### config.mk
export PLATFORM = sky130hd
export DESIGN_NAME = gpp_sqrt_cell
export DESIGN_NICKNAME = d
export VERILOG_FILES = /design/src/rtl/assert_macros.svh /design/src/rtl/gpp_pkg.sv /design/src/rtl/gpp_sqrt_cell.sv
export SDC_FILE = /design/constraint.sdc
export NUM_CORES = 1
export LEC_CHECK = 0
export ABC_AREA = 1
export BUFFER_PORTS_ARGS = -buffer_cell sky130_fd_sc_hd__buf_4
export CELL_PAD_IN_SITES_DETAIL_PLACEMENT = 0
export CELL_PAD_IN_SITES_GLOBAL_PLACEMENT = 1
export CORE_ASPECT_RATIO = 1.5
export CORE_UTILIZATION = 39
export DETAILED_ROUTE_END_ITERATION = 8
export GPL_ROUTABILITY_DRIVEN = 0
export PLACE_DENSITY = 0.95
export SLEW_MARGIN = 15
export SYNTH_ARGS = -nofsm -noshare
export SYNTH_HDL_FRONTEND = slang
export SYNTH_SLANG_ARGS = --single-unit
### constraint.sdc
create_clock -name clk -period 5.5 [get_ports clk]
set_input_delay 0.825 -clock clk [delete_from_list [all_inputs] [get_ports clk]]
set_output_delay 0.825 -clock clk [all_outputs]
set_load 0.005 [all_outputs]
### src/rtl/assert_macros.svh
// Assertion macros for the RTL of the gradient position block, included by its top file.
`ifndef ASSERT_MACROS_SVH
`define ASSERT_MACROS_SVH
`ifndef SYNTHESIS
// Clocked check, held off while reset is asserted.
`define ASSERT_CLK(lbl, clk, rst_n, prop) \
  lbl: assert property (@(posedge clk) disable iff (!rst_n) (prop)) \
    else $error("gradient position check failed");
// Clocked check that also runs during reset.
`define ASSERT_NORST(lbl, clk, prop) \
  lbl: assert property (@(posedge clk) (prop)) \
    else $error("gradient position reset check failed");
`else
`define ASSERT_CLK(lbl, clk, rst_n, prop)
`define ASSERT_NORST(lbl, clk, prop)
`endif
`endif

### src/rtl/gpp_pkg.sv
// Shared widths, constants, types and helpers of the gradient position pipeline.
package gpp_pkg;

  localparam int COORD_FRAC_BITS = 4;
  localparam int POS_BITS        = 16;
  localparam int ANGLE_STAGES    = 16;

  localparam int CFG_W  = 20;
  localparam int PIX_W  = 16;
  localparam int CFG_AW = 5;

  // register indexes; the byte address is four times the index
  typedef enum logic [CFG_AW-3:0] {
    REG_START_X, REG_START_Y, REG_END_X, REG_END_Y,
    REG_SHAPE, REG_SPREAD, REG_REVERSE
  } reg_t;

  // shape codes; the two unused codes give a zero position
  typedef enum logic [2:0] {
    SHAPE_LINEAR, SHAPE_BILINEAR, SHAPE_RADIAL, SHAPE_SQUARE,
    SHAPE_CONICAL, SHAPE_CONICAL_SYM, SHAPE_UNUSED6, SHAPE_UNUSED7
  } shape_t;

  // spread codes; the unused code falls to clamp
  typedef enum logic [1:0] {
    SPREAD_CLAMP, SPREAD_REPEAT, SPREAD_MIRROR, SPREAD_UNUSED3
  } spread_t;

  // offset from the start point and vector length, signed
  localparam int PW = ((PIX_W + COORD_FRAC_BITS) > CFG_W ?
                       (PIX_W + COORD_FRAC_BITS) : CFG_W) + 1;
  localparam int NW = 2 * PW;
  localparam int QW = NW + 2 * POS_BITS;
  localparam int SQ = QW / 2;

  localparam int CORDIC_SHIFT = 30;
  localparam int CXW          = PW + CORDIC_SHIFT + 2;
  localparam int TABLE_LEN    = 24;
  localparam int SHW          = $clog2(TABLE_LEN);

  // depth of the delay line that lines the conical result up with the root
  localparam int CON_DLY = QW + SQ + 1 - ANGLE_STAGES;

  typedef logic [31:0] turn_t;

  localparam turn_t HALF_TURN = 32'h8000_0000;

  localparam turn_t ATAN_TURNS [TABLE_LEN] = '{
    32'd536870912, 32'd316933406, 32'd167458907, 32'd85004756, 32'd42667331,
    32'd21354465, 32'd10679838, 32'd5340245, 32'd2670163, 32'd1335087,
    32'd667544, 32'd333772, 32'd166886, 32'd83443, 32'd41722, 32'd20861,
    32'd10430, 32'd5215, 32'd2608, 32'd1304, 32'd652, 32'd326, 32'd163, 32'd81
  };

  typedef struct packed {
    logic          valid;
    logic [NW-1:0] rem;
    logic [QW-1:0] dq;
    logic [NW-1:0] den;
  } div_t;

  typedef struct packed {
    logic          valid;
    logic [QW-1:0] x;
    logic [SQ-1:0] root;
    logic [SQ+1:0] rem;
  } sqrt_t;

  typedef struct packed {
    logic signed [CXW-1:0] x;
    logic signed [CXW-1:0] y;
    turn_t                 z;
  } rot_t;

  // position reduced to what the spread stage looks at
  typedef struct packed {
    logic                ge_one;
    logic                nz;
    logic [POS_BITS:0]   low;
  } pos_t;

  function automatic pos_t to_pos(input logic [QW-1:0] v);
    pos_t p;
    p.ge_one = |(v >> POS_BITS);
    p.nz     = |v;
    p.low    = v[POS_BITS:0];
    return p;
  endfunction

endpackage

### src/rtl/gpp_sqrt_cell.sv
// One digit of the bitwise integer square root: take two bits, try root*4+1.
module gpp_sqrt_cell import gpp_pkg::*; (
  input  logic  clk,
  input  logic  rst_n,
  input  logic  en,
  input  sqrt_t in_s,
  output sqrt_t out_s
);

  sqrt_t         out_r, out_nxt;
  logic [SQ+3:0] acc;
  logic [SQ+3:0] trial;
  logic          ge;

  always_comb begin
    acc           = {in_s.rem, in_s.x[QW-1:QW-2]};
    trial         = {2'b00, in_s.root, 2'b01};
    ge            = acc >= trial;
    out_nxt.valid = in_s.valid;
    out_nxt.x     = {in_s.x[QW-3:0], 2'b00};
    out_nxt.root  = {in_s.root[SQ-2:0], ge};
    out_nxt.rem   = ge ? (SQ+2)'(acc - trial) : acc[SQ+1:0];
  end

  always_ff @(posedge clk) begin
    if (en) begin
      out_r <= out_nxt;
    end
    if (!rst_n) begin
      out_r.valid <= 1'b0;
    end
  end

  assign out_s = out_r;

endmodule

Word level (Yosys, flattened, before mapping)
Index checks and enable logic that the tools add are counted.

Flip-flop bits (word level): 149. Bits of input ports: 154. Output and inout port bits: 151. Word-level logic and storage cells: 7.

$add $sub $neg: 1. Order comparisons: 1. Multiplexer cells: 1.

Operator list (number): 41-bit by 39-bit >= comparator with 1-bit output (1); 39-bit two-way mux (1); 39-bit subtractor (1).

Longest topological paths before layout
Gate-level depths: netlist of run 1.

Depth in word-level cells: 2. Gate-level depth with buffers: 15. Mapped depth without buffers: 15.

Worst setup path before layout of run 1
No wires, ideal clock.

Kind: input -> register. Start: input port in_s[54] (netlist bit). End: register out_r, in the netlist out_s[25], data pin. Setup time: 253 ps. Arrival: 2193 ps. Required time: 5247 ps. Setup slack: 3053 ps. Stages: 13. Buffers on the path: 2. Cell sequence: inv_1 > ha_1 > nand2_1 > nor2_2 > nand2_1 > nor2_2 > nand3_1 > nand3_2 > nor2_4 > buf_6 > buf_8 > nand3_2 > nand2_1.

RTL lines: from (decl) (line gpp_sqrt_cell.sv:6) `input sqrt_t in_s,`; to (signal assigned) (line gpp_sqrt_cell.sv:27) `out_r <= out_nxt;`; to (decl) (line gpp_sqrt_cell.sv:10) `sqrt_t out_r, out_nxt;`.

==> out/qor.csv, run 1 <==
metric,value,unit
outcome,"complete, no violations",
unrepaired setup endpoints after global routing,no,
Final Max Slew Viols,0,
xor/xnor share of the synthesized area,0.0223,
DR WL/cell,16.8,microns
Initial DRT Pass Iterations,7,
CP Cell Sequence,buf_4 -> ha_1 -> nand2_1 -> nor2_1 -> nand2_1 -> nor2_1 -> nand2_1 -> nand3_2 -> nand2_2 -> nand2_4 -> nand3b_1 -> nand2_1,
worst hold path depth,1,
combinational share of power,0.210,
Area after DPL,10800,sq um
CP required,5.79,ns
largest stage delay on the critical path,0.38,ns
clock root buffer master,clkbuf_16,
Worst-Skew Late Latency,0.42,ns
global-route wire length before repair,38.1,mm
PostCTS Resize Cnt,0,
Tcrit/Tclk final,0.477,
CP Class,in2reg,
Die Width,121,microns
CTS Sinks,149,
overall power,3340,uW
main combinational cell family by area after synthesis,simple AND/OR/NAND/NOR gates,
part of the Yosys area used for sequential elements,0.540,
Synth area leader,edfxtp_1,
placed cell count,1486,
H-tree depth,4,
Post-Synth Simple-Gate Area,0.265,
die footprint,21800,sq um
CP Capture Type,flop,
skew final,0,ns
Compound-Gate Fraction of Synth Area,0.0277,
CTS Hold Bufs,0,
Worst Setup Start Kind,primary input,
DR DRC count,0,
post-synthesis mux area share,0,
Post-CTS Setup Bufs,0,
Tmin final,2.62,ns
CP dominant cell by count,nand2_1,
"top cells by area, synth","edfxtp_1, nand2_1, inv_1",
Rows,64,
P_leak,0.00560,uW
Seq pwr share,0.425,
worst vdd ir,207,uV
Total GRT Usage,0.234,
top-count cell post-synth,nand2_1,
Worst path top cell family by delay,simple AND/OR/NAND/NOR gates,
Clock Pin Slew Worst Setup and Hold Paths,0.06,ns
worst slew pin tran,1.03,ns
Yosys top cell area share,0.538,
vias in the first global route,7298,
Vias,7247,
cell internal pwr,2470,uW
largest net degree at the start of global routing,114,
post-route cell area,11400,sq um
f_max,381,MHz
Cells after Synth,930,
area of the core,20600,sq um
synth unique cells,30,
max FFs per register,149,
number of nets with antenna violations after routing,0,
Layout area overhead,37.6,%
dpl hpwl,20.1,mm
main flop type after synthesis,edfxtp_1,
Starting DRT DRC Count,401,
Final setup viols,0,
CTS max path bufs,2,
Net Sw Frac,0.261,
crit path DAT,2.92,ns
cell area power density,294,nW/um^2
routed wire length,25.4,mm
relative slew slack,0.311,
"top cells by count, synth","nand2_1, inv_1, edfxtp_1",
Final Hold Fails,0,
area share of fa/ha/maj cells after synthesis,0.0591,
initial antenna violation count,0,
switching power,872,uW
number of port buffers,302,
netlist area before placement,8260,sq um
Final TNS setup,0,ns
initial core utilization,0.402,
Worst R2R Path Depth,2,
"FFs w/ async S/R, synth",0,
layout cells sized above 1,0.294,
final hold slack,0.573,ns
die height,180,microns
CP max FO,41,
CTS tree,yes,
number of inserted diodes,0,
number of synthesized flops with an enable pin,148,
yosys warns,0,
Num CTS Buffers,17,
CP Depth,12,
Mapped Avg Cell Area,8.88,sq um
Max-Cap Viols,0,
critical path buffer and inverter count,1,
critical path's slowest cell,nand2_4,
GR Overflow Total,0,
Top Ports,305,
vias per cell,4.78,
#FFs+latches synth,149,
clock share of power,0.365,
Final Net Count,1434,
Layout Cells excl Fill,1516,
Hold Path Class,in2reg,
[per-stage QoR]
| step | utilization | worst slack, ns |
|---|---|---|
| 5_1_grt | 0.553 | 2.72 |
| 4_1_cts | 0.553 | 2.88 |
| 2_1_floorplan | - | 3.05 |
| 3_3_place_gp | 0.523 | 2.41 |
| 6_report | 0.553 | 2.88 |
| 3_5_place_dp | 0.523 | 2.42 |
[placed cells by master (no fill, tap or decap), types with 2 or more instances in the layout]
| cell type | Yosys | final |
|---|---|---|
| o21bai_1 | 4 | 4 |
| edfxtp_1 | 148 | 148 |
| o21ai_0 | 11 | 11 |
| xor2_1 | 20 | 20 |
| nand4_1 | 2 | 2 |
| and2_1 | 2 | 2 |
| nand3_1 | 68 | 68 |
| inv_2 | 3 | 3 |
| conb_1 | 1 | 2 |
| nand2_2 | 7 | 7 |
| nor2_1 | 74 | 74 |
| nand3b_1 | 9 | 9 |
| clkinv_4 | 0 | 2 |
| buf_4 | 6 | 304 |
| a21oi_1 | 25 | 25 |
| nand2_1 | 315 | 315 |
| nor2_2 | 8 | 8 |
| clkbuf_16 | 0 | 17 |
| nor2_4 | 2 | 2 |
| inv_6 | 0 | 2 |
| inv_1 | 152 | 152 |
| bufinv_16 | 0 | 4 |
| nand3_2 | 13 | 13 |
| clkinv_2 | 0 | 3 |
| nor3_1 | 7 | 7 |
| ha_1 | 39 | 39 |
[layer usage]
metal,GRT usage,share of wire
met1,0.228,0.35
met2,0.439,0.53
met3,0.0604,0.076
met4,0.124,0.046
met5,0,0
[power groups by stage]
stage          Combinational [uW]  Clock [uW]  Sequential, uW
5_1_grt                       777        1280            1430
2_1_floorplan                 306           0            1450
4_1_cts                       707        1240            1420
3_3_place_gp                  693           0            1440
3_5_place_dp                  703           0            1440
6_report                      701        1220            1420
[path summary, 6_finish.rpt]
kind | from | endpoint | slack (ns)
setup / recovery | in_s[7] | out_s[25]$_DFFE_PP_ | 2.88
hold / removal | in_s[121] | out_s[123]$_DFFE_PP_ | 0.57
setup reg to reg | out_s[150]$_SDFFE_PN0P_ | out_s[150]$_SDFFE_PN0P_ | 4.76
hold reg to reg | out_s[150]$_SDFFE_PN0P_ | out_s[150]$_SDFFE_PN0P_ | 0.60
[logic make-up after synthesis]
family / count (synthesis)
simple gates: 508
xor+xnor: 21
other cells: 1
fa+ha+maj: 39
buf+inv: 169
compound gates: 43
flops: 149
[cell type report]
class,count,area (sq um)
sequential,149,4460
multi-input combinational,613,3090
fill,1905,9210
tap,264,330
timing repair buffer,305,2290
clock inverter,12,178
clock buffer,18,429
inverter,155,582
(Power assumes the default switching activity.)
==> inputs of run 2 (changes only) <==
ABC_AREA = 0   (was 1)
CORE_UTILIZATION = 38   (was 39)
PLACE_DENSITY = 0.92   (was 0.95)
clock period = 2.7 ns   (was 5.5 ns; I/O delays follow)
==> run 2 against run 1 <==
Die area fell by 7.6%. Sequential power rose by 100%. Global-route usage fell by 2.5 points. Cell area rose by 2.9%. Setup slack got worse by 2.9 ns. Clock skew did not move. Critical path depth rose by 1. Clock power rose by 110%. First-iteration DRC count fell by 34%. Final cell count fell by 18%. Hold slack got worse by 0.43 ns. Utilization rose by 5.8 points. Critical endpoint is now out_s[4]$_DFFE_PP_.
==> out/qor.csv, run 2 <==
metric,value,unit,change
outcome,"complete, no violations",,unchanged
layout cells sized above 1,0.517,,was 0.294
worst slew pin tran,0.685,ns,was 1.03 ns
reg2reg end,out_s[150]$_SDFFE_PN0P_,,unchanged
clock root buffer master,clkbuf_16,,unchanged
die height,173,microns,was 180 microns
Yosys top cell area share,0.598,,was 0.538
Max-Cap Viols,0,,unchanged
skew final,0,ns,unchanged
main flop type after synthesis,edfxtp_1,,unchanged
unrepaired setup endpoints after global routing,yes,,was no
Final Max Slew Viols,0,,unchanged
cell area power density,620,nW/um^2,was 294 nW/um^2
Total GRT Usage,0.209,,was 0.234
Starting DRT DRC Count,265,,was 401
"FFs w/ async S/R, synth",0,,unchanged
post-route cell area,11700,sq um,was 11400 sq um
CP required,2.88,ns,was 5.79 ns
number of synthesized flops with an enable pin,148,,unchanged
Clock Pin Slew Worst Setup and Hold Paths,0.06,ns,about the same
max FFs per register,149,,unchanged
global-route wire length before repair,31.1,mm,was 38.1 mm
netlist area before placement,7430,sq um,was 8260 sq um
CTS max path bufs,2,,unchanged
Die Width,116,microns,was 121 microns
H-tree depth,4,,unchanged
Final Net Count,1166,,was 1434
Worst R2R Path Depth,2,,unchanged
synth unique cells,52,,was 30
number of port buffers,302,,unchanged
Worst-Skew Late Latency,0.43,ns,was 0.42 ns
flop2flop setup slack,2.09,ns,was 4.76 ns
die footprint,20100,sq um,was 21800 sq um
relative slew slack,0.539,,was 0.311
Final setup viols,0,,unchanged
CTS tree,yes,,unchanged
Hold Path Class,in2reg,,unchanged
overall power,7260,uW,was 3340 uW
routed wire length,21.1,mm,was 25.4 mm
part of the Yosys area used for sequential elements,0.601,,was 0.540
dpl hpwl,16.6,mm,was 20.1 mm
Final Hold Fails,0,,unchanged
worst vdd ir,352,uV,was 207 uV
#FFs+latches synth,149,,unchanged
largest net degree at the start of global routing,87,,was 114
Mapped Avg Cell Area,13.7,sq um,was 8.88 sq um
P_leak,0.00535,uW,was 0.00560 uW
vias in the first global route,6179,,was 7298
Top Ports,305,,unchanged
Num CTS Buffers,17,,unchanged
sequential cell area,4460,sq um,unchanged
CTS Sinks,149,,unchanged
Tmin final,2.67,ns,
fillers,1526,,was 1905
DR DRC count,0,,unchanged
initial core utilization,0.388,,was 0.402
Synth area leader,edfxtp_1,,unchanged
top-count cell post-synth,edfxtp_1,,was nand2_1
Layout area overhead,57.6,%,was 37.6%
CP max FO,7,,was 41
area of the core,19200,sq um,was 20600 sq um
Rows,62,,was 64
Vias,6013,,was 7247
Worst Hold Path EP,out_s[119]$_DFFE_PP_,,was out_s[123]$_DFFE_PP_
yosys warns,0,,unchanged
Initial DRT Pass Iterations,4,,was 7
"top cells by area, synth","edfxtp_1, mux2_4, ha_1",,"was edfxtp_1, nand2_1, inv_1"
worst hold path depth,1,,unchanged
GR Overflow Total,0,,unchanged
CP Capture Type,flop,,unchanged
crit path DAT,2.85,ns,was 2.92 ns
footprint of the multi-input gates,2780,sq um,was 3090 sq um
DR WL/cell,17.0,microns,was 16.8 microns
CP Class,in2reg,,unchanged
Worst Setup Start Kind,primary input,,unchanged
Tcrit/Tclk final,0.990,,
Final Core Density,0.611,,was 0.553
number of nets with antenna violations after routing,0,,unchanged
"top cells by count, synth","edfxtp_1, inv_1, a21oi_1",,"was nand2_1, inv_1, edfxtp_1"
f_max,374,MHz,
initial antenna violation count,2,,was 0
Reg-to-Reg Start,out_s[150]$_SDFFE_PN0P_,,unchanged
Cells after Synth,542,,was 930
Area after DPL,10900,sq um,was 10800 sq um
CTS Hold Bufs,0,,unchanged
most frequent cells in the layout,"buf_4, edfxtp_1, inv_1, a21oi_1, mux2_4",,"was nand2_1, buf_4, inv_1, edfxtp_1, nor2_1"
"commonest non-fill, non-tap cell in the layout",buf_4,,was nand2_1
vias per cell,4.84,,was 4.78
hold_sp,in_s[117],,was in_s[121]
==> run 2: cell types whose count changed after synthesis, sizes merged, moves of 9 or more <==
cell    previous run  this run
xnor2              1        24
inv              155        44
a21o               0        12
o21ai             12        21
nand3b             9         0
mux2               0        37
nand3             81         6
nand2            323        29
a21oi             25        42
nor2              84        20
==> run 2: what timing repair did <==
item	in CTS	in global routing
endpoints found under the setup margin	0	39
setup buffers	0	5
gates resized for setup	0	18
==> run 2: how the worst max path moves through the flow <==
stage	cells past startpoint	from	end	slack, ns
4_1_cts	11	in_s[4]	out_s[33]$_DFFE_PP_	0.008
3_5_place_dp	11	in_s[4]	out_s[33]$_DFFE_PP_	-0.45
2_1_floorplan	12	in_s[40]	out_s[10]$_DFFE_PP_	-0.15
3_3_place_gp	11	in_s[4]	out_s[31]$_DFFE_PP_	-0.37
5_1_grt	13	in_s[39]	out_s[4]$_DFFE_PP_	-0.04
6_report	13	in_s[43]	out_s[4]$_DFFE_PP_	0.03
==> run 2: final cells by class <==
type / instances / share of cell area
sequential: 149 / 0.381
timing repair buffer: 425 / 0.283
multi-input combinational: 336 / 0.237
clock buffer: 24 / 0.0403
tap: 256 / 0.0274
inverter: 44 / 0.0152
clock inverter: 8 / 0.0148
antenna: 1 / 0.000214
==> run 2: logic make-up (layout without fill, tap and decap cells) <==
group	count (synthesis)	after routing	share of synthesized area
buffers and inverters	58	501	0.0396
XOR/XNOR	36	36	0.0424
adder cells (fa/ha/maj)	39	39	0.0657
multiplexers	39	39	0.0775
flip-flops	149	149	0.601
other	1	3	0.000505
AO/OA/AOI/OAI	122	122	0.109
AND/OR/NAND/NOR	98	98	0.0642
==> run 2: power breakdown <==
| group | total, uW | internal (uW) | leakage, uW | switching (uW) |
|---|---|---|---|---|
| sequential | 2900 | 2840 | 0.00146 | 67.3 |
| clock | 2600 | 1690 | 0.000313 | 903 |
| combinational | 1760 | 1040 | 0.00358 | 716 |
| total | 7260 | 5580 | 0.00535 | 1690 |
==> run 2: per-layer routing <==
metal / track usage / share of wire / vias up
li1: - / - / 2899
met1: 0.191 / 0.33 / 2831
met2: 0.406 / 0.56 / 240
met3: 0.0556 / 0.072 / 41
met4: 0.100 / 0.033 / 2
met5: 0 / 0.00081 / -
==> run 2: per-stage QoR <==
step | setup TNS, ns | worst slack, ns | hold slack, ns | instances
floorplan | -5.49 | -0.149 | 0.504 | 543
finish | 0 | 0.0268 | 0.148 | 1243
global route | -0.406 | -0.0357 | 0.131 | 1243
detailed placement | -16.48 | -0.447 | 0.538 | 1203
CTS | 0 | 0.00804 | 0.128 | 1235
global placement | -13.80 | -0.375 | 0.502 | 1203
==> run 2: worst max-delay path: stages <==
cell	delay [ns]
buf_4	0.09
inv_1	0.06
ha_4	0.29
nand4_1	0.14
a21oi_2	0.22
o31ai_4	0.12
a31oi_4	0.20
a21boi_2	0.08
or4_4	0.53
o21ai_4	0.09
buf_12	0.17
clkbuf_16	0.16
mux2_4	0.30
