<file path="src/rtl/assert_macros.svh">
// Assertion macros for the RTL of the gradient position block, included by its top file.
`ifndef ASSERT_MACROS_SVH
`define ASSERT_MACROS_SVH
`ifndef SYNTHESIS
// Clocked check, held off while reset is asserted.
`define ASSERT_CLK(lbl, clk, rst_n, prop) \
  lbl: assert property (@(posedge clk) disable iff (!rst_n) (prop)) \
    else $error("gradient position check failed");
// Clocked check that also runs during reset.
`define ASSERT_NORST(lbl, clk, prop) \
  lbl: assert property (@(posedge clk) (prop)) \
    else $error("gradient position reset check failed");
`else
`define ASSERT_CLK(lbl, clk, rst_n, prop)
`define ASSERT_NORST(lbl, clk, prop)
`endif
`endif

</file>
<file path="src/rtl/gpp_pkg.sv">
// Shared widths, constants, types and helpers of the gradient position pipeline.
package gpp_pkg;

  localparam int COORD_FRAC_BITS = 4;
  localparam int POS_BITS        = 16;
  localparam int ANGLE_STAGES    = 16;

  localparam int CFG_W  = 20;
  localparam int PIX_W  = 16;
  localparam int CFG_AW = 5;

  // register indexes; the byte address is four times the index
  typedef enum logic [CFG_AW-3:0] {
    REG_START_X, REG_START_Y, REG_END_X, REG_END_Y,
    REG_SHAPE, REG_SPREAD, REG_REVERSE
  } reg_t;

  // shape codes; the two unused codes give a zero position
  typedef enum logic [2:0] {
    SHAPE_LINEAR, SHAPE_BILINEAR, SHAPE_RADIAL, SHAPE_SQUARE,
    SHAPE_CONICAL, SHAPE_CONICAL_SYM, SHAPE_UNUSED6, SHAPE_UNUSED7
  } shape_t;

  // spread codes; the unused code falls to clamp
  typedef enum logic [1:0] {
    SPREAD_CLAMP, SPREAD_REPEAT, SPREAD_MIRROR, SPREAD_UNUSED3
  } spread_t;

  // offset from the start point and vector length, signed
  localparam int PW = ((PIX_W + COORD_FRAC_BITS) > CFG_W ?
                       (PIX_W + COORD_FRAC_BITS) : CFG_W) + 1;
  localparam int NW = 2 * PW;
  localparam int QW = NW + 2 * POS_BITS;
  localparam int SQ = QW / 2;

  localparam int CORDIC_SHIFT = 30;
  localparam int CXW          = PW + CORDIC_SHIFT + 2;
  localparam int TABLE_LEN    = 24;
  localparam int SHW          = $clog2(TABLE_LEN);

  // depth of the delay line that lines the conical result up with the root
  localparam int CON_DLY = QW + SQ + 1 - ANGLE_STAGES;

  typedef logic [31:0] turn_t;

  localparam turn_t HALF_TURN = 32'h8000_0000;

  localparam turn_t ATAN_TURNS [TABLE_LEN] = '{
    32'd536870912, 32'd316933406, 32'd167458907, 32'd85004756, 32'd42667331,
    32'd21354465, 32'd10679838, 32'd5340245, 32'd2670163, 32'd1335087,
    32'd667544, 32'd333772, 32'd166886, 32'd83443, 32'd41722, 32'd20861,
    32'd10430, 32'd5215, 32'd2608, 32'd1304, 32'd652, 32'd326, 32'd163, 32'd81
  };

  typedef struct packed {
    logic          valid;
    logic [NW-1:0] rem;
    logic [QW-1:0] dq;
    logic [NW-1:0] den;
  } div_t;

  typedef struct packed {
    logic          valid;
    logic [QW-1:0] x;
    logic [SQ-1:0] root;
    logic [SQ+1:0] rem;
  } sqrt_t;

  typedef struct packed {
    logic signed [CXW-1:0] x;
    logic signed [CXW-1:0] y;
    turn_t                 z;
  } rot_t;

  // position reduced to what the spread stage looks at
  typedef struct packed {
    logic                ge_one;
    logic                nz;
    logic [POS_BITS:0]   low;
  } pos_t;

  function automatic pos_t to_pos(input logic [QW-1:0] v);
    pos_t p;
    p.ge_one = |(v >> POS_BITS);
    p.nz     = |v;
    p.low    = v[POS_BITS:0];
    return p;
  endfunction

endpackage

</file>
<file path="src/rtl/gpp_cordic_cell.sv">
// One vectoring CORDIC rotation: drive y toward zero and accumulate the angle.
module gpp_cordic_cell import gpp_pkg::*; (
  input  logic           clk,
  input  logic           en,
  input  logic [SHW-1:0] shift,
  input  rot_t           in_rot,
  output rot_t           out_rot
);

  rot_t                  out_r, out_nxt;
  logic signed [CXW-1:0] xs, ys;

  always_comb begin
    xs      = in_rot.x >>> shift;
    ys      = in_rot.y >>> shift;
    out_nxt = in_rot;
    if (!in_rot.y[CXW-1] && (in_rot.y != '0)) begin
      out_nxt.x = in_rot.x + ys;
      out_nxt.y = in_rot.y - xs;
      out_nxt.z = in_rot.z + ATAN_TURNS[shift];
    end else if (in_rot.y[CXW-1]) begin
      out_nxt.x = in_rot.x - ys;
      out_nxt.y = in_rot.y + xs;
      out_nxt.z = in_rot.z - ATAN_TURNS[shift];
    end
  end

  always_ff @(posedge clk) begin
    if (en) begin
      out_r <= out_nxt;
    end
  end

  assign out_rot = out_r;

endmodule

</file>
<file path="config.mk">
export PLATFORM = sky130hd
export DESIGN_NAME = gpp_cordic_cell
export DESIGN_NICKNAME = d
export VERILOG_FILES = /design/src/rtl/assert_macros.svh /design/src/rtl/gpp_pkg.sv /design/src/rtl/gpp_cordic_cell.sv
export SDC_FILE = /design/constraint.sdc
export NUM_CORES = 1
export LEC_CHECK = 0
export ABC_AREA = 0
export BUFFER_PORTS_ARGS = -buffer_cell sky130_fd_sc_hd__buf_2
export CAP_MARGIN = 10
export CORE_MARGIN = 2
export CORE_UTILIZATION = 37
export DETAILED_ROUTE_END_ITERATION = 7
export MAX_ROUTING_LAYER = met4
export PLACE_DENSITY = 0.64
export SYNTH_ARGS = -nofsm -noshare
export SYNTH_HDL_FRONTEND = slang
export SYNTH_SLANG_ARGS = --single-unit
</file>
<file path="constraint.sdc">
create_clock -name clk -period 5.4 [get_ports clk]
set_input_delay 0.54 -clock clk [delete_from_list [all_inputs] [get_ports clk]]
set_output_delay 0.54 -clock clk [all_outputs]
set_load 0.005 [all_outputs]
</file>
* Word-level counts from Yosys, hierarchy flattened
Memory sizes are Yosys's and may differ from the RTL's.
Index checks and enable logic that the tools add are counted.
** Word-level totals
- Bits in latches :: 0
- ROM bits :: 1024
- Bits of input ports :: 145
- Memories kept :: 1
- Bits in writable memories :: 0
- Bits in registers :: 138
** Memories
- (no name shown) :: depth 32, bits a word 32, read ports 1, clocked after memory_dff 0, wr ports 0, RTL line gpp_cordic_cell.sv:24 : out_nxt.z = in_rot.z - ATAN_TURNS[shift];
** Cells by class
- Equality and inequality tests :: 0
- Reduce and logical (&&, ||, !) cells :: 3
- Divide/modulo/power cells :: 0
- Magnitude comparators :: 1
- Add/sub/neg operators :: 6
- Multiply operators :: 0
- Shift operators :: 2
- Bitwise logic cells :: 1
- Muxes and demuxes :: 4
** Operators by type and width (number)
- $mux W138 :: 2
- $add A53 B53 Y53 :: 2
- $sshr A53 B5 Y53 :: 2
- $sub A53 B53 Y53 :: 2
- $mux W32 :: 2
- $reduce_bool A53 Y1 :: 1
- $add A32 B32 Y32 :: 1
- $sub A32 B32 Y32 :: 1
- $ge A6 B6 Y1 const B :: 1
- $not A5 Y6 :: 1
- $logic_and A1 B1 Y1 :: 1
- $logic_not A1 Y1 :: 1

* Logic depth before layout (Yosys ltp)
Gate-level depths: netlist of the first run.
- Word-level depth :: 7
- Depth in mapped cells :: 25
- Gate-level depth less buffers :: 20

* Least setup slack after synthesis of the first run
No wires, ideal clock.
- Kind :: input to register
- Start point :: input shift[0]
- End point :: register out_r (netlist bit out_rot[30]), data pin
- Stages :: 22
- Library setup time :: 0.265 ns
- Path slack :: -0.071 ns
- Arrival :: 5.206 ns
- Data required time :: 5.135 ns
- Cells stage by stage :: clkbuf_1 -> buf_2 -> buf_2 -> clkbuf_1 -> inv_1 -> ha_1 -> nor2_1 -> a211oi_1 -> a311oi_1 -> a31oi_1 -> ha_1 -> fa_1 -> a211oi_1 -> o21bai_1 -> a211o_1 -> a32oi_1 -> a31oi_1 -> a31oi_1 -> nor4_1 -> a211oi_1 -> o211ai_1 -> xor2_1
** RTL lines
- start, declared :: RTL line gpp_cordic_cell.sv:5 : input logic [SHW-1:0] shift,
- end signal, assigned :: RTL line gpp_cordic_cell.sv:30 : out_r <= out_nxt;
- end, declared :: RTL line gpp_cordic_cell.sv:10 : rot_t out_r, out_nxt;

==> results_tabular.tex, run 1 <==
\begin{tabular}{lr}
\hline
Metric & Value \\
\hline
\multicolumn{2}{l}{\textbf{Run status}} \\
Run status & finished clean \\
\multicolumn{2}{l}{\textbf{Setup path}} \\
Worst endpoint data arrival time & 5.49 ns \\
Number of buffers and inverters on the critical path & 3 \\
Launching element of the worst setup path & shift[0] \\
WS Path Type & in2reg \\
Worst-path cell chain & buf\_6, buf\_4, mux4\_2, buf\_4, mux2\_2, mux2i\_1, mux2\_2, ha\_1, or4\_1, or4b\_4, a21oi\_4, o21ai\_0, nand3\_1, a31oi\_1, o21ai\_2, a21oi\_1, xnor2\_1, o22ai\_1 \\
Critical path peak fanout & 18 \\
Capture point of the worst path & out\_rot[81]\$\_DFFE\_PP\_ \\
Maximum single-stage delay on the critical path & approximately 0.60 ns \\
Stages on worst setup path & 18 \\
Startpoint type of the worst setup path & input pin \\
Endpoint kind of the worst setup timing path & flop \\
Highest-delay cell along the critical path & or4b\_4 \\
CP delay by family, top & multiplexers \\
Crit path required time & 5.61 ns \\
\multicolumn{2}{l}{\textbf{Synth}} \\
Synth warn & 0 \\
Post-synthesis instance total & roughly 3800 \\
Post-synth design cell area & 28800 sq um \\
Number of distinct library cells after synthesis & slightly below 100 \\
Sequential fraction of the synthesis area & 14.4\% \\
Count of flip-flops with a built-in enable after synthesis & $\sim$140 \\
Avg Synthesized Cell Area & around 7.7 sq um \\
Fraction of synthesis flops using an asynchronous set or reset pin & 0\% \\
Most frequently used flop master after synthesis & edfxtp\_1 \\
Synthesized flop and latch total & around 140 \\
Number of nets in the synthesized netlist & 4204 \\
\multicolumn{2}{l}{\textbf{STA}} \\
Worst slew pin tran & 0.844 ns \\
Setup\_tns & 0 ns \\
Min cycle time layout & 5.28 ns \\
Final setup viols & 0 \\
Tightest hold margin & 0.328 ns \\
Relative max-transition margin & 43.5\% \\
Count of endpoints failing hold in the final timing report & 0 \\
Maximum achievable frequency & 189 MHz \\
Final number of max-transition violations & 0 \\
Portion of the clock cycle consumed by the worst path in the final layout & 97.8\% \\
\multicolumn{2}{l}{\textbf{Floorplan}} \\
Site Rows & 102 \\
Core footprint & a little under 80000 sq um \\
Total Die Area & 80000 sq um \\
Die width & roughly 280 um \\
Initial Util & 37.2\% \\
Die extent in y & 283 um \\
Top-level port count & 283 \\
\multicolumn{2}{l}{\textbf{Cells and area}} \\
Area of the multi-input gates & 22600 sq um \\
Count of filler cells inserted in the layout & 7769 \\
Flip-flop and latch area & 4140 sq um \\
Proportion of layout cells with a drive suffix above 1 & between 20\% and 30\% \\
Layout Nets & 4981 \\
Post-route design area & 36700 sq um \\
Most frequent standard cell in the layout excluding fill and tap cells & buf\_4 \\
Most frequent cells in the layout & buf\_4 (713), a21oi\_1 (365), nor2\_1 (327) \\
Final core area utilization & around 48\% \\
Area growth from synthesis to layout & 27.8\% \\
Max reg flops & 138 \\
\multicolumn{2}{l}{\textbf{Clock network}} \\
Clock Tree Buf Depth & 2 \\
Clock root buffer & clkbuf\_16 \\
Clock tree from TritonCTS & built \\
Number of buffers added to fix hold violations after cts & 0 \\
\# H-tree levels & 4 \\
Total CTS buffers & 17 \\
CTS clk-pin slew, worst paths & 0.07 ns \\
Number of clock sinks seen by CTS & 138 \\
\multicolumn{2}{l}{\textbf{Global routing}} \\
Largest net degree at the start of global routing & 77 \\
GR Util All Layers & about a third \\
Remaining Overflow, GRT & 0 \\
Initial antenna violation count & 15 \\
Wire length of the first global-routing pass & about 190000 um \\
Vias in the first global route & about 31000 \\
\multicolumn{2}{l}{\textbf{Drt}} \\
Via count & around 33000 \\
Post-route ant nets & 0 \\
Iteration-0 DRC Markers & 3642 \\
Total Wirelength & 129000 um \\
DR WL/cell & between 20 and 25 um \\
Remaining DRCs & 0 \\
Vias per std cell & 5.84 \\
Count of TritonRoute iterations in the first routing pass & 6 \\
\multicolumn{2}{l}{\textbf{Worst hold path}} \\
Worst hold path class & in2reg \\
\multicolumn{2}{l}{\textbf{Placed design}} \\
Placer's final routability congestion estimate & 1.06 \\
Detailed-placement wirelength estimate & approximately 110000 um \\
Standard cell area after detailed placement & 36100 sq um \\
Number of buffers added on ports & 282 \\
\multicolumn{2}{l}{\textbf{Power}} \\
Power density over the cells & between 200 and 300 nW/um\^{}2 \\
Cell leakage power & approximately 17 nW \\
VDD IR-drop max & 0.265 mV \\
\multicolumn{2}{l}{\textbf{Flow run}} \\
Reported max-cap violation count & 0 \\
\hline
\end{tabular}
[synth_stat cells (39+ instances only)]
| cell type | n | share of area (%) |
|---|---|---|
| a31oi_1 | 40 | 0.87 |
| nor3_1 | 71 | 1.2 |
| xor2_1 | 40 | 1.2 |
| mux2i_1 | 111 | 3.9 |
| o21a_1 | 64 | 1.7 |
| mux4_2 | 70 | 5.5 |
| nor2b_1 | 58 | 1.3 |
| nand2_1 | 274 | 3.6 |
| nor2_1 | 328 | 4.3 |
| buf_1 | 39 | 0.51 |
| xnor2_1 | 154 | 4.7 |
| o21bai_1 | 50 | 1.3 |
| ha_1 | 296 | 13 |
| o31ai_1 | 49 | 1.3 |
| o22ai_1 | 50 | 1.1 |
| mux2_2 | 132 | 5.2 |
| nand3_1 | 62 | 1.1 |
| inv_1 | 274 | 3.6 |
| nand2b_1 | 47 | 1.0 |
| o21ai_0 | 268 | 4.7 |
| a21oi_1 | 366 | 6.4 |
| nor4_1 | 49 | 1.1 |
| a211oi_1 | 53 | 1.4 |
| a21o_1 | 55 | 1.4 |
| edfxtp_1 | 138 | 14 |
| o211ai_1 | 44 | 1.1 |
| clkbuf_1 | 160 | 2.1 |
[worst min path at each step]
stage | start | endpoint | slack, ns | depth (start not counted)
after detailed placement | in_rot[31] | out_rot[31]$_DFFE_PP_ | 0.86 | 2
after floorplan | en | out_rot[0]$_DFFE_PP_ | 0.65 | 0
after CTS | in_rot[31] | out_rot[31]$_DFFE_PP_ | 0.30 | 2
final | in_rot[31] | out_rot[31]$_DFFE_PP_ | 0.33 | 2
after global routing | in_rot[31] | out_rot[31]$_DFFE_PP_ | 0.33 | 2
after global placement | in_rot[31] | out_rot[31]$_DFFE_PP_ | 0.86 | 2
[stage by stage]
step,power (mW),setup slack (ns),instances
floorplan,5.14,0.0945,3757
global placement,7.89,-0.521,5554
detailed placement,7.88,-0.566,5554
CTS,9.29,0.0677,5585
global route,9.97,-0.0273,5596
finish,9.38,0.118,5596
[where the power goes]
group / internal [mW] / total (mW) / switching (mW)
clock: 0.764 / 1.35 / 0.584
combinational: 2.92 / 6.46 / 3.55
sequential: 1.50 / 1.57 / 0.0651
total: 5.18 / 9.38 / 4.19
[metal layers]
metal / GRT usage [%] / share of wire, %
met1: 43.3 / 44
met2: 50.7 / 45
met4: 11.0 / 3.2
met5: - / 0
met3: 4.08 / 7.8
[kinds of logic (layout without fill, tap and decap cells)]
| kind of cell | count (synthesis) | in the layout | share of synthesized area [%] |
|---|---|---|---|
| AO/OA/AOI/OAI | 1235 | 1235 | 27.4 |
| XOR/XNOR | 194 | 194 | 5.91 |
| adder cells (fa/ha/maj) | 302 | 302 | 13.3 |
| buffers and inverters | 527 | 1316 | 7.14 |
| flip-flops | 138 | 138 | 14.4 |
| multiplexers | 313 | 313 | 14.5 |
| other | 0 | 10 | 0 |
| AND/OR/NAND/NOR | 1048 | 1048 | 17.3 |
[what timing repair did]
| item | in CTS | in global routing |
|---|---|---|
| setup buffers | 0 | 1 |
| pin swaps | 0 | 1 |
| resized for setup | 1 | 12 |
| endpoints found under the setup margin | 1 | 13 |
| gates cloned | 0 | 0 |
[cell type report]
cell class	instances	area share [%]
Tap cell	1040	3.54
Timing Repair Buffer	1002	19.0
Inverter	283	2.90
Sequential cell	138	11.3
Multi-Input combinational cell	3092	61.5
Clock buffer	18	1.17
Antenna cell	10	0.0681
Clock inverter	13	0.480
No activity file was read; power rests on OpenSTA's default activity.
==> run 2: changes to the inputs <==
PLACE_DENSITY = 0.62   (was 0.64)
==> results_tabular.tex, run 2 (synthesis gave the netlist of run 1 again) <==
\begin{tabular}{lr}
\hline
Metric & Value \\
\hline
\multicolumn{2}{l}{\textbf{STA}} \\
Worst slew pin tran & approximately 0.85 ns \\
Relative max-transition margin & 41.6\% \\
Final number of max-transition violations & 0 \\
Maximum achievable frequency & between 150 and 200 MHz \\
Tightest hold margin & 0.323 ns \\
Portion of the clock cycle consumed by the worst path in the final layout & between 90\% and 100\% \\
Final setup viols & 0 \\
Count of endpoints failing hold in the final timing report & 0 \\
Min cycle time layout & 5.25 ns \\
\multicolumn{2}{l}{\textbf{Drt}} \\
Post-route ant nets & 0 \\
DR WL/cell & roughly 23 um \\
Vias per std cell & 5.77 \\
Total Wirelength & 127000 um \\
Remaining DRCs & 0 \\
Count of TritonRoute iterations in the first routing pass & 6 \\
Iteration-0 DRC Markers & around 3200 \\
Via count & 32200 \\
\multicolumn{2}{l}{\textbf{Clock network}} \\
CTS clk-pin slew, worst paths & 0.07 ns \\
Total CTS buffers & 17 \\
Number of clock sinks seen by CTS & 138 \\
Clock root buffer & clkbuf\_16 \\
Clock tree from TritonCTS & built \\
Buffers inserted by post-CTS timing repair & 0 \\
Resized cells post-CTS & 0 \\
Number of buffers added to fix hold violations after cts & 0 \\
\# H-tree levels & 4 \\
Clock Tree Buf Depth & 2 \\
\multicolumn{2}{l}{\textbf{Cells and area}} \\
Most frequent cells in the layout & buf\_4 (689), a21oi\_1 (365), nor2\_1 (327) \\
Flip-flop and latch area & 4140 sq um \\
Most frequent standard cell in the layout excluding fill and tap cells & buf\_4 \\
Layout Nets & 4964 \\
Proportion of layout cells with a drive suffix above 1 & 28.3\% \\
Area growth from synthesis to layout & 27.4\% \\
Max reg flops & 138 \\
Area of the multi-input gates & 22600 sq um \\
Number of cells in the finished layout apart from fillers & 5578 \\
Count of filler cells inserted in the layout & 7823 \\
\multicolumn{2}{l}{\textbf{Setup path}} \\
Launching element of the worst setup path & shift[0] \\
Startpoint type of the worst setup path & input pin \\
Endpoint kind of the worst setup timing path & flop \\
Critical path peak fanout & 28 \\
Crit path required time & 5.79 ns \\
WS Path Type & in2reg \\
Worst endpoint data arrival time & 5.64 ns \\
\multicolumn{2}{l}{\textbf{Placed design}} \\
Detailed-placement wirelength estimate & 104000 um \\
Placer's final routability congestion estimate & about 1.0 \\
Number of placed cells counting well taps & $\sim$5500 \\
Number of buffers added on ports & 282 \\
\multicolumn{2}{l}{\textbf{Power}} \\
Power density over the cells & 252 nW/um\^{}2 \\
Cell leakage power & 16.5 nW \\
VDD IR-drop max & 0.196 mV \\
Total power & roughly 9 mW \\
\multicolumn{2}{l}{\textbf{Floorplan}} \\
Core footprint & roughly 77000 sq um \\
Total Die Area & between 70000 and 80000 sq um \\
Site Rows & roughly 100 \\
Initial Util & 37.2\% \\
Top-level port count & 283 \\
Die extent in y & between 200 and 300 um \\
Die width & 283 um \\
\multicolumn{2}{l}{\textbf{Global routing}} \\
Largest net degree at the start of global routing & 109 \\
Wire length of the first global-routing pass & 188000 um \\
Initial antenna violation count & 9 \\
Vias in the first global route & slightly above 30000 \\
GR Util All Layers & 32.0\% \\
Remaining Overflow, GRT & 0 \\
\multicolumn{2}{l}{\textbf{Worst hold path}} \\
Worst hold path class & in2reg \\
Startpoint of the worst hold path & in\_rot[31] \\
\multicolumn{2}{l}{\textbf{Flow run}} \\
Reported max-cap violation count & 0 \\
\multicolumn{2}{l}{\textbf{Run status}} \\
Run status & finished clean \\
\hline
\end{tabular}
==> run 2: path summary, 6_finish.rpt <==
kind,end,cells past startpoint,slack [ns]
min,out_rot[31]$_DFFE_PP_,2,0.32
max,out_rot[128]$_DFFE_PP_,20,0.15
==> run 2: critical path, stage by stage <==
cell and delay, ns:
buf_6 0.29, buf_4 0.18, mux4_2 0.50, mux2_2 0.33, mux2i_1 0.37, buf_4 0.18, mux2_2 0.18, ha_1 0.30
nand2b_1 0.17, a221oi_1 0.34, o221ai_1 0.26, buf_4 0.19, a21oi_1 0.23, nor2_1 0.11, o31ai_1 0.30, buf_4 0.20
a31oi_1 0.17, xnor2_1 0.17, a221oi_1 0.42, buf_4 0.18
==> run 2: final cells by class <==
class,count,area share [%]
Clock buffer,18,1.17
Antenna cell,8,0.0547
Tap cell,1040,3.55
Clock inverter,14,0.352
Sequential cell,138,11.3
Timing Repair Buffer,985,18.9
Multi-Input combinational cell,3092,61.7
Inverter,283,2.91
==> run 2: report_power, final <==
part	total, mW	leakage (nW)	switching, mW	internal (mW)
combinational	6.42	14.9	3.51	2.91
sequential	1.57	1.35	0.0657	1.50
clock	1.26	0.264	0.590	0.670
total	9.24	16.5	4.16	5.08
==> run 2: routing by layer <==
metal  vias up  track usage, %  wire length [um]
li1      15300               -                 -
met1     15400            43.0             56900
met2      1321            49.7             57000
met3       174            4.26              9370
met4         0            10.1              3910
met5         -               -                 0
==> run 2: through the flow <==
stage          util (%)  setup TNS (ns)  setup WS (ns)  cell area, sq um
2_1_floorplan         -               0         0.0945             28800
3_3_place_gp       46.6           -6.80         -0.312             36000
3_5_place_dp       46.6           -6.92         -0.320             36000
4_1_cts            47.4               0          0.185             36600
5_1_grt            47.4        -0.00494       -0.00494             36600
6_report           47.4               0          0.148             36600
